<file path="config.mk">
export PLATFORM = sky130hd
export DESIGN_NAME = vgrt_div
export DESIGN_NICKNAME = d
export VERILOG_FILES = /design/src/rtl/vgrt_pkg.sv /design/src/rtl/vgrt_div.sv
export SDC_FILE = /design/constraint.sdc
export NUM_CORES = 1
export LEC_CHECK = 0
export BUFFER_PORTS_ARGS = -buffer_cell sky130_fd_sc_hd__buf_4
export CORE_AREA = 3 3 96 98
export CTS_CLUSTER_DIAMETER = 100
export DETAILED_ROUTE_END_ITERATION = 10
export DIE_AREA = 0 0 99 101
export PLACE_DENSITY_LB_ADDON = 0.15
export SYNTH_ARGS = -nofsm -noshare
export SYNTH_HDL_FRONTEND = slang
export SYNTH_SLANG_ARGS = --single-unit
</file>
<file path="constraint.sdc">
create_clock -name clk -period 4 [get_ports clk]
set_clock_uncertainty 0.15 [all_clocks]
set_input_delay 0 -clock clk [delete_from_list [all_inputs] [get_ports clk]]
set_output_delay 0 -clock clk [all_outputs]
set_load 0.02 [all_outputs]
</file>
<file path="src/rtl/vgrt_pkg.sv">
`default_nettype none
package vgrt_pkg;
	localparam int GridDim = 16;
	localparam int IdxW = 4;
	localparam int AddrW = 3 * IdxW;
	localparam int Depth = GridDim * GridDim * GridDim;
	localparam int ValueW = 16;
	localparam int EntryW = ValueW + 1;
	localparam int TW = 40;
	localparam logic [TW-1:0] TSat = {TW{1'b1}};
	// Voxel coordinate with one guard bit on each side of the grid.
	localparam int CW = IdxW + 2;
	localparam int NumW = 28;
	localparam int DenW = 15;
	localparam int QW = 40;

	localparam logic [1:0] RegX = 2'd0;
	localparam logic [1:0] RegY = 2'd1;
	localparam logic [1:0] RegZ = 2'd2;

	typedef enum logic [3:0] {
		ST_IDLE, ST_CLEAR, ST_DIV_START, ST_DIV_WAIT, ST_READ, ST_CHECK, ST_DONE
	} state_t;

	typedef struct packed {
		logic start;
		logic [NumW-1:0] num;
		logic [DenW:0] den;
	} div_req_t;

	typedef struct packed {
		logic done;
		logic [QW-1:0] quo;
	} div_rsp_t;
endpackage
`default_nettype wire

</file>
<file path="src/rtl/vgrt_div.sv">
`default_nettype none
// Restoring divider, one quotient bit per cycle. The numerator is scaled by
// 2^12 inside, so the quotient is num * 4096 / den.
module vgrt_div (
	input wire logic clk,
	input wire logic arst_n,
	input wire vgrt_pkg::div_req_t req,
	output vgrt_pkg::div_rsp_t rsp
);
	localparam int DW = vgrt_pkg::QW;
	logic [DW-1:0] quo_q;
	logic [vgrt_pkg::DenW:0] rem_q;
	logic [vgrt_pkg::DenW:0] den_q;
	logic [5:0] cnt_q;
	logic busy_q;
	logic [vgrt_pkg::DenW+1:0] trial;

	assign trial = {rem_q, quo_q[DW-1]} - {1'b0, den_q};

	always_ff @(posedge clk or negedge arst_n) begin
		if (!arst_n) begin
			busy_q <= 1'b0;
			cnt_q <= '0;
		end else if (req.start) begin
			busy_q <= 1'b1;
			cnt_q <= 6'(DW);
		end else if (busy_q) begin
			cnt_q <= cnt_q - 6'd1;
			if (cnt_q == 6'd1) busy_q <= 1'b0;
		end
	end

	always_ff @(posedge clk) begin
		if (req.start) begin
			quo_q <= {req.num, 12'd0};
			rem_q <= '0;
			den_q <= req.den;
		end else if (busy_q) begin
			if (!trial[vgrt_pkg::DenW+1]) begin
				rem_q <= trial[vgrt_pkg::DenW:0];
				quo_q <= {quo_q[DW-2:0], 1'b1};
			end else begin
				rem_q <= {rem_q[vgrt_pkg::DenW-1:0], quo_q[DW-1]};
				quo_q <= {quo_q[DW-2:0], 1'b0};
			end
		end
	end

	assign rsp.done = busy_q && (cnt_q == 6'd1);
	assign rsp.quo = trial[vgrt_pkg::DenW+1] ? {quo_q[DW-2:0], 1'b0}
		: {quo_q[DW-2:0], 1'b1};
endmodule
`default_nettype wire

</file>
# Word level (Yosys, flattened, before mapping)
# Index checks and enable logic that the tools add are counted.
# totals
out_inout_bits	41
regBits	79
wordCells	20
# classes
reduce_logical	2
muxes	9
add_sub_neg	2
n_eq_ne	1
# op_table
operator	n
$mux W40	2
$sub A17 B16 Y17	1
$mux W16	1
$mux W6	2
$eq A6 B1 Y1 const B	1
$sub A6 B1 Y6 const B	1
$mux W1	4
$reduce_bool A2 Y1	1
$logic_and A1 B1 Y1	1

# Depth between registers and ports, before layout
# Gate-level depths: netlist of run 1.
# logic_depth
depth_word	4
depth_mapped	11

# Least setup slack after synthesis of run 1
# Ideal clock, no wire load.
# synth_path
kind	register to register
startpoint	reg quo_q[39]
endpoint	reg rem_q[14] in the netlist's numbering
period_less_slack_ps	2519
path_stages_with_launch	12
path_slack_ps	1481
arrival_time_ps	2248
setup_time_ps	122
path_buffers	1
path_cell_list	edfxtp_1 > inv_1 > ha_1 > fa_1 > nand2b_1 > a21oi_2 > o211ai_1 > mux2_4 > nand2_4 > buf_12 > nor2_1 > a221o_1
# synth_between
elab_chain_cells	2
# synth_rtl
element	line	rtl
start: declaration	vgrt_div.sv:11	logic [DW-1:0] quo_q;
start signal: assignment	vgrt_div.sv:35	quo_q <= {req.num, 12'd0};
start signal: assignment	vgrt_div.sv:41	quo_q <= {quo_q[DW-2:0], 1'b1};
start signal: assignment	vgrt_div.sv:44	quo_q <= {quo_q[DW-2:0], 1'b0};
$sub A17 B16 Y17	vgrt_div.sv:18	assign trial = {rem_q, quo_q[DW-1]} - {1'b0, den_q};
$mux W16	vgrt_div.sv:39	if (!trial[vgrt_pkg::DenW+1]) begin
end signal: assignment	vgrt_div.sv:40	rem_q <= trial[vgrt_pkg::DenW:0];
end signal: assignment	vgrt_div.sv:43	rem_q <= {rem_q[vgrt_pkg::DenW-1:0], quo_q[DW-1]};
end: declaration	vgrt_div.sv:12	logic [vgrt_pkg::DenW:0] rem_q;
# Every way passes these cells.
# A chain may end at the register's enable or synchronous reset.

==> summary.md, run 1 <==
| Metric | Value |
|---|---|
| Yosys reg bits | `79` |
| Syn Inst Count | `406` |
| Run status | `complete, no violations` |
| Critical Path Start | `quo_q[39]$_DFFE_PP_` |
| Die Wd | `99 um` |
| DR WL/cell | `14.70 um` |
| Async SR Flop Fraction | `8.861%` |
| RePlAce Congestion | `0.8259` |
| PortBufs | `87` |
| Adder-Cell Fraction of Synth Area | `5.770%` |
| Total detailed-routing wirelength | `8.970 mm` |
| Drt drc | `0` |
| Hold-fix buffers, CTS | `46` |
| M3 GR Usage | `3.045%` |
| MaxCap Viol Count | `0` |
| Tot Pwr | `3030 uW` |
| Core region area | `0.008551 mm2` |
| Tcrit/Tclk final | `71.92%` |
| Final-report max-slew violation count | `0` |
| Post-synthesis compound-gate area fraction | `16.28%` |
| Die area | `0.009999 mm2` |
| Register area | `0.002057 mm2` |
| Max rail drop VDD | `315.9 uV` |
| Yosys cell types | `45` |
| Mux share of post-synthesis cell area | `4.828%` |
| Largest cells by area after synthesis | `edfxtp_1 31%, dfxtp_1 13%, buf_4 6.9%` |
| Cts bufs inserted | `9` |
| Worst EP required | `3.85 ns` |
| HP Start | `req[44]` |
| Worst-Margin Slew | `1.051 ns` |
| Clock sink count | `79` |
| Final TNS setup | `0 ns` |
| Met2 usage | `30.27%` |
| Final worst slack | `1.123 ns` |
| Global-route layer with the greatest usage | `met2` |
| Vias in the first global route | `3062` |
| Hold Path Cell Cnt | `2` |
| Xor/xnor share of the synthesized area | `3.091%` |
| Area growth syn-to-layout | `26.61%` |
| Post-Syn Area | `0.004250 mm2` |
| CTS tree | `done` |
| Worst R2R Start | `quo_q[39]$_DFFE_PP_` |
| Cell taking the most area after synthesis | `edfxtp_1` |
| Worst R2R End | `rem_q[7]$_SDFFE_PP0P_` |
| Placement Rows | `34` |
| Largest net degree at the start of global routing | `75` |
| Initial antenna violation count | `0` |
| Slew Limit Headroom | `29.86%` |
| RSZ-0062 raised after global routing | `no` |
| Post-synth EDFFs | `44` |
| Worst hold path type | `primary input to register` |
| Max frequency | `347.6 MHz` |
| Pwr dens | `563.0 mW/mm2` |
| Startpoint types | `register` |
| Initial core utilization | `49.71%` |
| Post_cts resized | `0` |
| Nets | `563` |
| DRT antenna net count | `0` |
| Multi-input logic area | `0.001723 mm2` |
| CTS H-tree depth | `3` |
| Initial DRT Pass Iterations | `4` |
| Drt first-iter violations | `110` |
| CP max FO | `24` |
| Mapped Nets | `472` |
| Leakage power | `0.002406 uW` |
| Worst-Skew Late Latency | `0.35 ns` |
| Largest family of logic cells by synthesized area | `compound AO/OA/AOI/OAI gates` |
| GRT Util Overall | `18.51%` |
| Total congestion overflow | `0` |
| Hold Path End | `quo_q[2]$_SDFFE_PP0P_` |
| Detail Placement HPWL | `5.730 mm` |
| Synth Warn # | `0` |
| Clock root cell | `clkbuf_8` |
| Synth top area share | `31.09%` |
| Part of the Yosys area used for sequential elements | `48.40%` |
| Synth Flop Type | `edfxtp_1` |
| R2R setup slack | `1.18 ns` |
| Kind of critical path | `register to primary output` |
| Post-CTS Setup Bufs | `0` |
| Via/cell ratio | `5.136` |
| CP arrival | `2.73 ns` |
| Clock-pin slew on the worst setup and hold paths | `0.07 ns` |
| Pre-CTS setup slack | `1.181 ns` |
| Synth cell count leaders | `44 x edfxtp_1, 39 x buf_4, 36 x nor2_1, 33 x nand2_1, 29 x a22o_1` |
| Maximum clock path buffer count | `2` |
| I/O pins | `88` |
| Fraction of layout cells with a size suffix above 1 | `22.11%` |
| Mean Syn Cell Area | `10.47 um2` |
| Grt met1 use | `25.02%` |
| Synth Area in Simple Gates | `10.51%` |
| Routed via count | `3133` |
| Number of fill cells | `696` |
| Antenna Cells | `0` |
| Worst Reg-to-Reg Cells | `10` |
| Die height | `101 um` |
| Hold Fails Final Rpt | `0` |
| First-pass GRT wire length | `14.79 mm` |
| Most common cell in the netlist | `edfxtp_1` |
| Post-route minimum period | `2.877 ns` |
| Crit. End Element | `primary output` |
| Final setup violation count | `0` |
-- layout by cell type, fill, tap and decap left out, drive strengths merged, types with 10 or more instances in the layout --
| cell | instances |
|---|---|
| dfxtp | 28 |
| clkbuf | 11 |
| o21ai | 10 |
| ha | 18 |
| a21oi | 18 |
| a22o | 29 |
| edfxtp | 44 |
| inv | 26 |
| buf | 90 |
| dlygate4sd3 | 46 |
| nor2 | 36 |
| nand2 | 34 |
| mux2i | 19 |
-- report_power, final --
group	switching (uW)	leakage [uW]	internal (uW)	total [uW]
clock network	288	0.000111	388	676
logic	691	0.00152	560	1250
registers	101	0.000773	1000	1100
-- registers in the layout (all words and copies together) (netlist names) --
register / flops
quo_q: 40
den_q: 16
busy_q: 1
rem_q: 16
cnt_q: 6
-- metal layers --
layer	routed length [um]	vias to the layer above	part of all wire [%]
met5	0	-	0
met4	123	0	1.4
met3	351	9	3.9
met2	4255	67	47
met1	4240	1465	47
li1	-	1592	-
-- critical path: stages, from the launching register on --
cell      delay [ns]
edfxtp_1        0.32
inv_1           0.05
ha_1            0.21
fa_1            0.38
nand2b_1        0.20
a21oi_2         0.19
o211ai_1        0.17
mux2_4          0.37
nand2_4         0.27
buf_4           0.21
-- stage by stage --
stage / util (%) / instance area, um2 / instances / hold slack, ns
CTS: 62.94 / 5381 / 610 / 0.06751
global placement: 54.83 / 4688 / 548 / -0.3321
detailed placement: 54.83 / 4688 / 548 / -0.3331
floorplan: - / 4250 / 406 / -0.4456
global route: 62.94 / 5381 / 610 / 0.1120
finish: 62.94 / 5381 / 610 / 0.06236
-- layout make-up --
class                   count  area share, %
repair buffers            136          21.11
well taps                 108          2.511
inverters                  26          1.814
clock buffers              11          2.837
multi-input cells         245          32.02
flip-flops and latches     79          38.22
clock inverters             5          1.488
-- cell families (layout without fill, tap and decap cells) --
family          Yosys count  count (layout)
mux                      20              20
simple gates            100             100
fa+ha+maj                19              19
xor+xnor                 15              15
buf+inv                  82             178
flops                    79              79
compound gates           91              91
-- how the worst max path moves through the flow --
stage | endpoint | slack, ns
2_1_floorplan | rem_q[14]$_SDFFE_PP0P_ | 1.48
6_report | rsp[0] | 1.12
4_1_cts | rsp[0] | 1.09
5_1_grt | rsp[0] | 0.93
3_3_place_gp | rem_q[7]$_SDFFE_PP0P_ | 1.23
3_5_place_dp | rem_q[7]$_SDFFE_PP0P_ | 1.18
No activity file was read; power rests on OpenSTA's default activity.
==> run 2, diff against run 1 <==
- CORE_AREA: 3 3 96 98 -> 3 3 97 99
- DIE_AREA: 0 0 99 101 -> 0 0 100 102
- clock period: 4 -> 2.3 ns (I/O delays scaled with it)
==> run 2 against run 1 <==
- the flow now finishes with violations (negative setup slack)
- final area increased by 9.3%
- worst setup slack worse by 1.4 ns
- sequential cell count is the same
- sequential share of layout area decreased by 3.2 points
- via count increased by 8.6%
- utilization increased by 5.2 points
- clock-buffer cell count down 1
- critical path type unchanged
==> summary.md, run 2 (same netlist as run 1, synthesis figures left out) <==
| Metric | Value |
|---|---|
| Run status | `finished, violations left` |
| Failing checks | `negative setup slack` |
| Drt first-iter violations | `101` |
| CP max FO | `4` |
| Post-route cell area | `0.005881 mm2` |
| CTS H-tree depth | `3` |
| Placed inst area | `0.005001 mm2` |
| GRT Util Overall | `19.67%` |
| Initial core utilization | `49.22%` |
| Initial DRT Pass Iterations | `4` |
| Kind of critical path | `register to primary output` |
| Core region area | `0.008636 mm2` |
| I/O pins | `88` |
| CP Cell Sequence | `ha_2 > fa_2 > nand2b_4 > a21oi_4 > o211ai_1 > mux2_4 > nand2_8 > buf_6 > buf_6` |
| DR WL/cell | `14.95 um` |
| Vias in the first global route | `3294` |
| Antenna Cells | `0` |
| Total detailed-routing wirelength | `9.911 mm` |
| Largest registers | `quo_q: 40 flops, den_q: 16 flops, rem_q: 16 flops` |
| Hold Fails Final Rpt | `0` |
| Pwr dens | `1053 mW/mm2` |
| CP delay by family, top | `adder cells` |
| Most frequent cells in the layout | `135 x buf_4, 47 x dlygate4sd3_1, 44 x edfxtp_1` |
| Detail Placement HPWL | `6.363 mm` |
| Slew Limit Headroom | `71.14%` |
| DRT antenna net count | `0` |
| First-pass GRT wire length | `15.83 mm` |
| Top reg by flops | `quo_q` |
| Die height | `102 um` |
| PortBufs | `87` |
| RSZ-0062 raised after global routing | `yes` |
| Area growth syn-to-layout | `38.36%` |
| Most used cell, CP | `buf_6` |
| Leakage power | `0.002666 uW` |
| Cell at the slowest stage of the critical path | `edfxtp_1` |
| CTS tree | `done` |
| Initial antenna violation count | `0` |
| MaxCap Viol Count | `0` |
| Crit. End Element | `primary output` |
| Routed via count | `3402` |
| Tcrit/Tclk final | `114.1%` |
| Crit path buf inv count | `2` |
| Nets | `616` |
| Worst-Skew Late Latency | `0.35 ns` |
| Fraction of layout cells with a size suffix above 1 | `32.07%` |
| Final setup violation count | `18` |
| Worst hold path type | `primary input to register` |
| RePlAce Congestion | `0.8765` |
| Drt drc | `0` |
| Die Wd | `100 um` |
| Cts bufs inserted | `9` |
| Startpoint types | `register` |
| Maximum clock path buffer count | `2` |
| Crit-path max cell delay | `0.38 ns` |
| Worst-Margin Slew | `0.4297 ns` |
| Post-route minimum period | `2.625 ns` |
| Tot Pwr | `6193 uW` |
| Final TNS setup | `-4.599 ns` |
| Final worst slack | `-0.3252 ns` |
| Worst EP required | `2.15 ns` |
| Clock-pin slew on the worst setup and hold paths | `0.08 ns` |
| CP arrival | `2.48 ns` |
| Via/cell ratio | `5.131` |
| Clock root cell | `clkbuf_8` |
| Max frequency | `380.9 MHz` |
| Placement Rows | `34` |
| Clock sink count | `79` |
| Most common cell after layout, fill and taps aside | `buf_4` |
| Total congestion overflow | `0` |
| Largest net degree at the start of global routing | `42` |
| Max rail drop VDD | `491.7 uV` |
| Final-report max-slew violation count | `0` |
| Largest register FFs | `40` |
| Die area | `0.01020 mm2` |
-- run 2: final cells by class --
class | instances | area, um2
Sequential cell | 79 | 2057
Multi-Input combinational cell | 245 | 1828
Clock buffer | 10 | 127.6
Clock inverter | 6 | 36.28
Inverter | 26 | 97.59
Fill cell | 666 | 2755
Tap cell | 108 | 135.1
Timing Repair Buffer | 189 | 1599
-- run 2: path summary, 6_finish.rpt --
kind                                        start                endpoint  slack [ns]  cells past startpoint
max in group asynchronous                  arst_n    cnt_q[4]$_DFFE_PN0P_        1.30                      3
min                                        req[6]      den_q[6]$_DFFE_PP_        0.21                      2
max                            den_q[0]$_DFFE_PP_                  rsp[0]       -0.33                      9
max reg2reg                    den_q[0]$_DFFE_PP_  rem_q[15]$_SDFFE_PP0P_       -0.31                     10
min reg2reg                rem_q[13]$_SDFFE_PP0P_  rem_q[13]$_SDFFE_PP0P_        0.38                      2
min in group asynchronous                  arst_n    cnt_q[5]$_DFFE_PN0P_        0.46                      3
-- run 2: timing repair --
| item | 4_1_cts | 5_1_grt |
|---|---|---|
| hold endpoints to repair | 81 | 0 |
| hold buffers | 47 | 0 |
| resized for setup | 8 | 12 |
| gates cloned | 0 | 2 |
| setup endpoints to repair | 18 | 18 |
| pin swaps | 3 | 11 |
| buffers inserted | 6 | 4 |
-- run 2: power breakdown --
part           switching (uW)  total (uW)  internal [uW]
registers                 170        1910           1740
logic                    1540        3380           1840
clock network             515         901            387
-- run 2: per-stage QoR --
step,utilization (%),std cells,hold slack (ns),setup slack [ns]
after floorplan,-,406,-0.4456,-0.1168
after global placement,57.91,588,-0.3302,-0.2432
after detailed placement,57.91,588,-0.3311,-0.3195
after CTS,66.39,657,0.1919,-0.3237
after global routing,68.10,663,0.2007,-0.4086
final,68.10,663,0.2117,-0.3252
-- run 2: per-layer routing --
metal / GRT usage (%) / routed length (um) / up-vias
met5: 0 / 0 / -
met4: 8.912 / 190 / 0
met3: 3.481 / 433 / 20
met2: 31.66 / 4680 / 90
met1: 26.12 / 4606 / 1588
li1: - / - / 1704
==> run 3, diff against run 2 <==
- CORE_AREA: 3 3 97 99 -> 3 3 115 117
- DIE_AREA: 0 0 100 102 -> 0 0 118 120
==> run 3 against run 2 <==
- the flow still finishes with violations (negative setup slack)
- clock power rose by 78%
- power rose by 7.1%
- final cell count rose by 9.5%
- die area rose by 39%
- sequential cell count did not move
- utilization fell by 19 points
- first-iteration DRC count rose by 64%
- critical path depth rose by 1
- largest power group unchanged
==> summary.md, run 3 (same netlist as run 1, synthesis figures left out) <==
| Metric | Value |
|---|---|
| DR WL/cell | `13.80 um` |
| Top reg by flops | `quo_q` |
| GRT Util Overall | `14.75%` |
| Clock-pin slew on the worst setup and hold paths | `0.06 ns` |
| Worst path depth | `10` |
| Via/cell ratio | `4.627` |
| Clk network pwr share | `24.2%` |
| Final-report max-slew violation count | `0` |
| Internal | `4441 uW` |
| Switching pwr | `2190 uW` |
| Initial antenna violation count | `0` |
| Most common cell after layout, fill and taps aside | `buf_4` |
| CTS tree | `done` |
| Maximum clock path buffer count | `2` |
| Hold Fails Final Rpt | `0` |
| Die height | `120 um` |
| PortBufs | `87` |
| Clock sink count | `79` |
| Combinational power share | `47.2%` |
| Core region area | `0.01247 mm2` |
| Die area | `0.01416 mm2` |
| Cts bufs inserted | `9` |
| Initial DRT Pass Iterations | `4` |
| Hold Path Cell Cnt | `2` |
| Most used cell, CP | `o211ai_1` |
| Area growth syn-to-layout | `43.45%` |
| Total congestion overflow | `0` |
| Fin util | `48.91%` |
| Run status | `finished, violations left` |
| Worst hold path type | `primary input to register` |
| Antenna Cells | `0` |
| Largest net degree at the start of global routing | `33` |
| Post-route minimum period | `2.571 ns` |
| Detail Placement HPWL | `6.905 mm` |
| Nets | `615` |
| Worst EP required | `2.42 ns` |
| Placed inst area | `0.005116 mm2` |
| Failing checks | `negative setup slack` |
| Final setup violation count | `18` |
| Largest register FFs | `40` |
| Vias in the first global route | `3418` |
| Total detailed-routing wirelength | `10.02 mm` |
| I/O pins | `88` |
| Leakage power | `0.002739 uW` |
| Pre-CTS setup slack | `-0.3170 ns` |
| Cell at the slowest stage of the critical path | `edfxtp_1` |
| Max rail drop VDD | `537.9 uV` |
| Slew Limit Headroom | `69.95%` |
| Initial core utilization | `34.10%` |
| CP delay by family, top | `simple AND/OR/NAND/NOR gates` |
| DRT antenna net count | `0` |
| Largest registers | `quo_q: 40 flops, den_q: 16 flops, rem_q: 16 flops` |
| CTS H-tree depth | `3` |
| First-pass GRT wire length | `16.77 mm` |
| CP max FO | `7` |
| Final worst slack | `-0.2706 ns` |
| Crit. End Element | `register` |
| Max frequency | `389.0 MHz` |
| Fraction of layout cells with a size suffix above 1 | `31.23%` |
| Die Wd | `118 um` |
| Post-route cell area | `0.006097 mm2` |
| Most frequent cells in the layout | `134 x buf_4, 47 x dlygate4sd3_1, 44 x edfxtp_1` |
| Drt first-iter violations | `166` |
| Worst-Margin Slew | `0.4466 ns` |
| Tcrit/Tclk final | `111.8%` |
| Routed via count | `3359` |
| RePlAce Congestion | `0.8554` |
| Sw Ratio | `33.03%` |
| CP Cell Sequence | `ha_4 > fa_2 > nand2b_4 > a21oi_4 > o211ai_1 > mux2_4 > nand2_8 > buf_8 > or3_4 > o211ai_1` |
| Drt drc | `0` |
| Startpoint types | `register` |
| Kind of critical path | `register to register` |
| Worst Reg-to-Reg Cells | `10` |
| RSZ-0062 raised after global routing | `yes` |
| Pwr dens | `1088 mW/mm2` |
| CP arrival | `2.69 ns` |
| Worst-Skew Late Latency | `0.34 ns` |
| Clock root cell | `clkbuf_16` |
| Crit path buf inv count | `1` |
| Reg power frac | `28.6%` |
| Placement Rows | `41` |
| Number of fill cells | `1158` |
| Crit-path max cell delay | `0.41 ns` |
| MaxCap Viol Count | `0` |
run 3: changes by cell type in the layout (fill, tap and decap cells not counted), sizes merged:
cell | previous run | this run
buf | 140 | 141
clkinvlp | 2 | 0
bufinv | 0 | 3
clkinv | 3 | 1
inv | 27 | 26
run 3: final timing paths:
path | start | end | slack, ns
min in group asynchronous | arst_n | cnt_q[3]$_DFFE_PN0P_ | 0.49
min | req[8] | den_q[8]$_DFFE_PP_ | 0.23
max | den_q[0]$_DFFE_PP_ | rem_q[15]$_SDFFE_PP0P_ | -0.27
min reg2reg | rem_q[3]$_SDFFE_PP0P_ | rem_q[3]$_SDFFE_PP0P_ | 0.37
max in group asynchronous | arst_n | cnt_q[1]$_DFFE_PN0P_ | 1.26
max reg2reg | den_q[0]$_DFFE_PP_ | rem_q[15]$_SDFFE_PP0P_ | -0.27
run 3: layout make-up:
type | count | area (um2) | share of cell area, %
Timing Repair Buffer | 188 | 1572 | 25.77
Clock inverter | 4 | 93.84 | 1.539
Tap cell | 172 | 215.2 | 3.530
Sequential cell | 79 | 2057 | 33.74
Inverter | 26 | 97.59 | 1.601
Multi-Input combinational cell | 245 | 1826 | 29.94
Clock buffer | 12 | 236.5 | 3.879
run 3: what timing repair did:
action	in CTS	in global routing
buffers inserted	6	3
cloned	0	0
pin swaps	4	10
resized for setup	13	14
hold buffers	47	0
endpoints found under the setup margin	18	18
endpoints found under the hold margin	67	0
run 3: routing by layer:
| layer | part of all wire [%] | up-vias | GRT usage [%] |
|---|---|---|---|
| li1 | - | 1696 | - |
| met1 | 48 | 1586 | 19.08 |
| met2 | 47 | 68 | 23.25 |
| met3 | 4.5 | 9 | 4.713 |
| met4 | 1.0 | 0 | 5.275 |
| met5 | 0 | - | 0 |
run 3: stage by stage:
stage	TNS, ns	total power (uW)	hold WS [ns]	cells
3_5_place_dp	-4.488	4520	-0.3311	655
3_3_place_gp	-3.636	4498	-0.3305	655
4_1_cts	-3.953	6565	0.2074	724
2_1_floorplan	-1.014	3690	-0.4456	406
6_report	-3.600	6631	0.2253	726
5_1_grt	-5.776	7084	0.2238	726
run 3: power by group through the flow:
stage                     Sequential (uW)  Clock (uW)  Combinational [uW]
final                                1900        1600                3130
after global routing                 1930        1710                3440
after CTS                            1900        1650                3020
after detailed placement             1920           0                2600
after global placement               1920           0                2580
after floorplan                      1890           0                1800
run 3: worst reg2reg max path, stage by stage (launching register included):
cell,delay (ns)
edfxtp_1,0.41
ha_4,0.19
fa_2,0.34
nand2b_4,0.16
a21oi_4,0.13
o211ai_1,0.15
mux2_4,0.28
nand2_8,0.08
buf_8,0.15
or3_4,0.36
o211ai_1,0.09
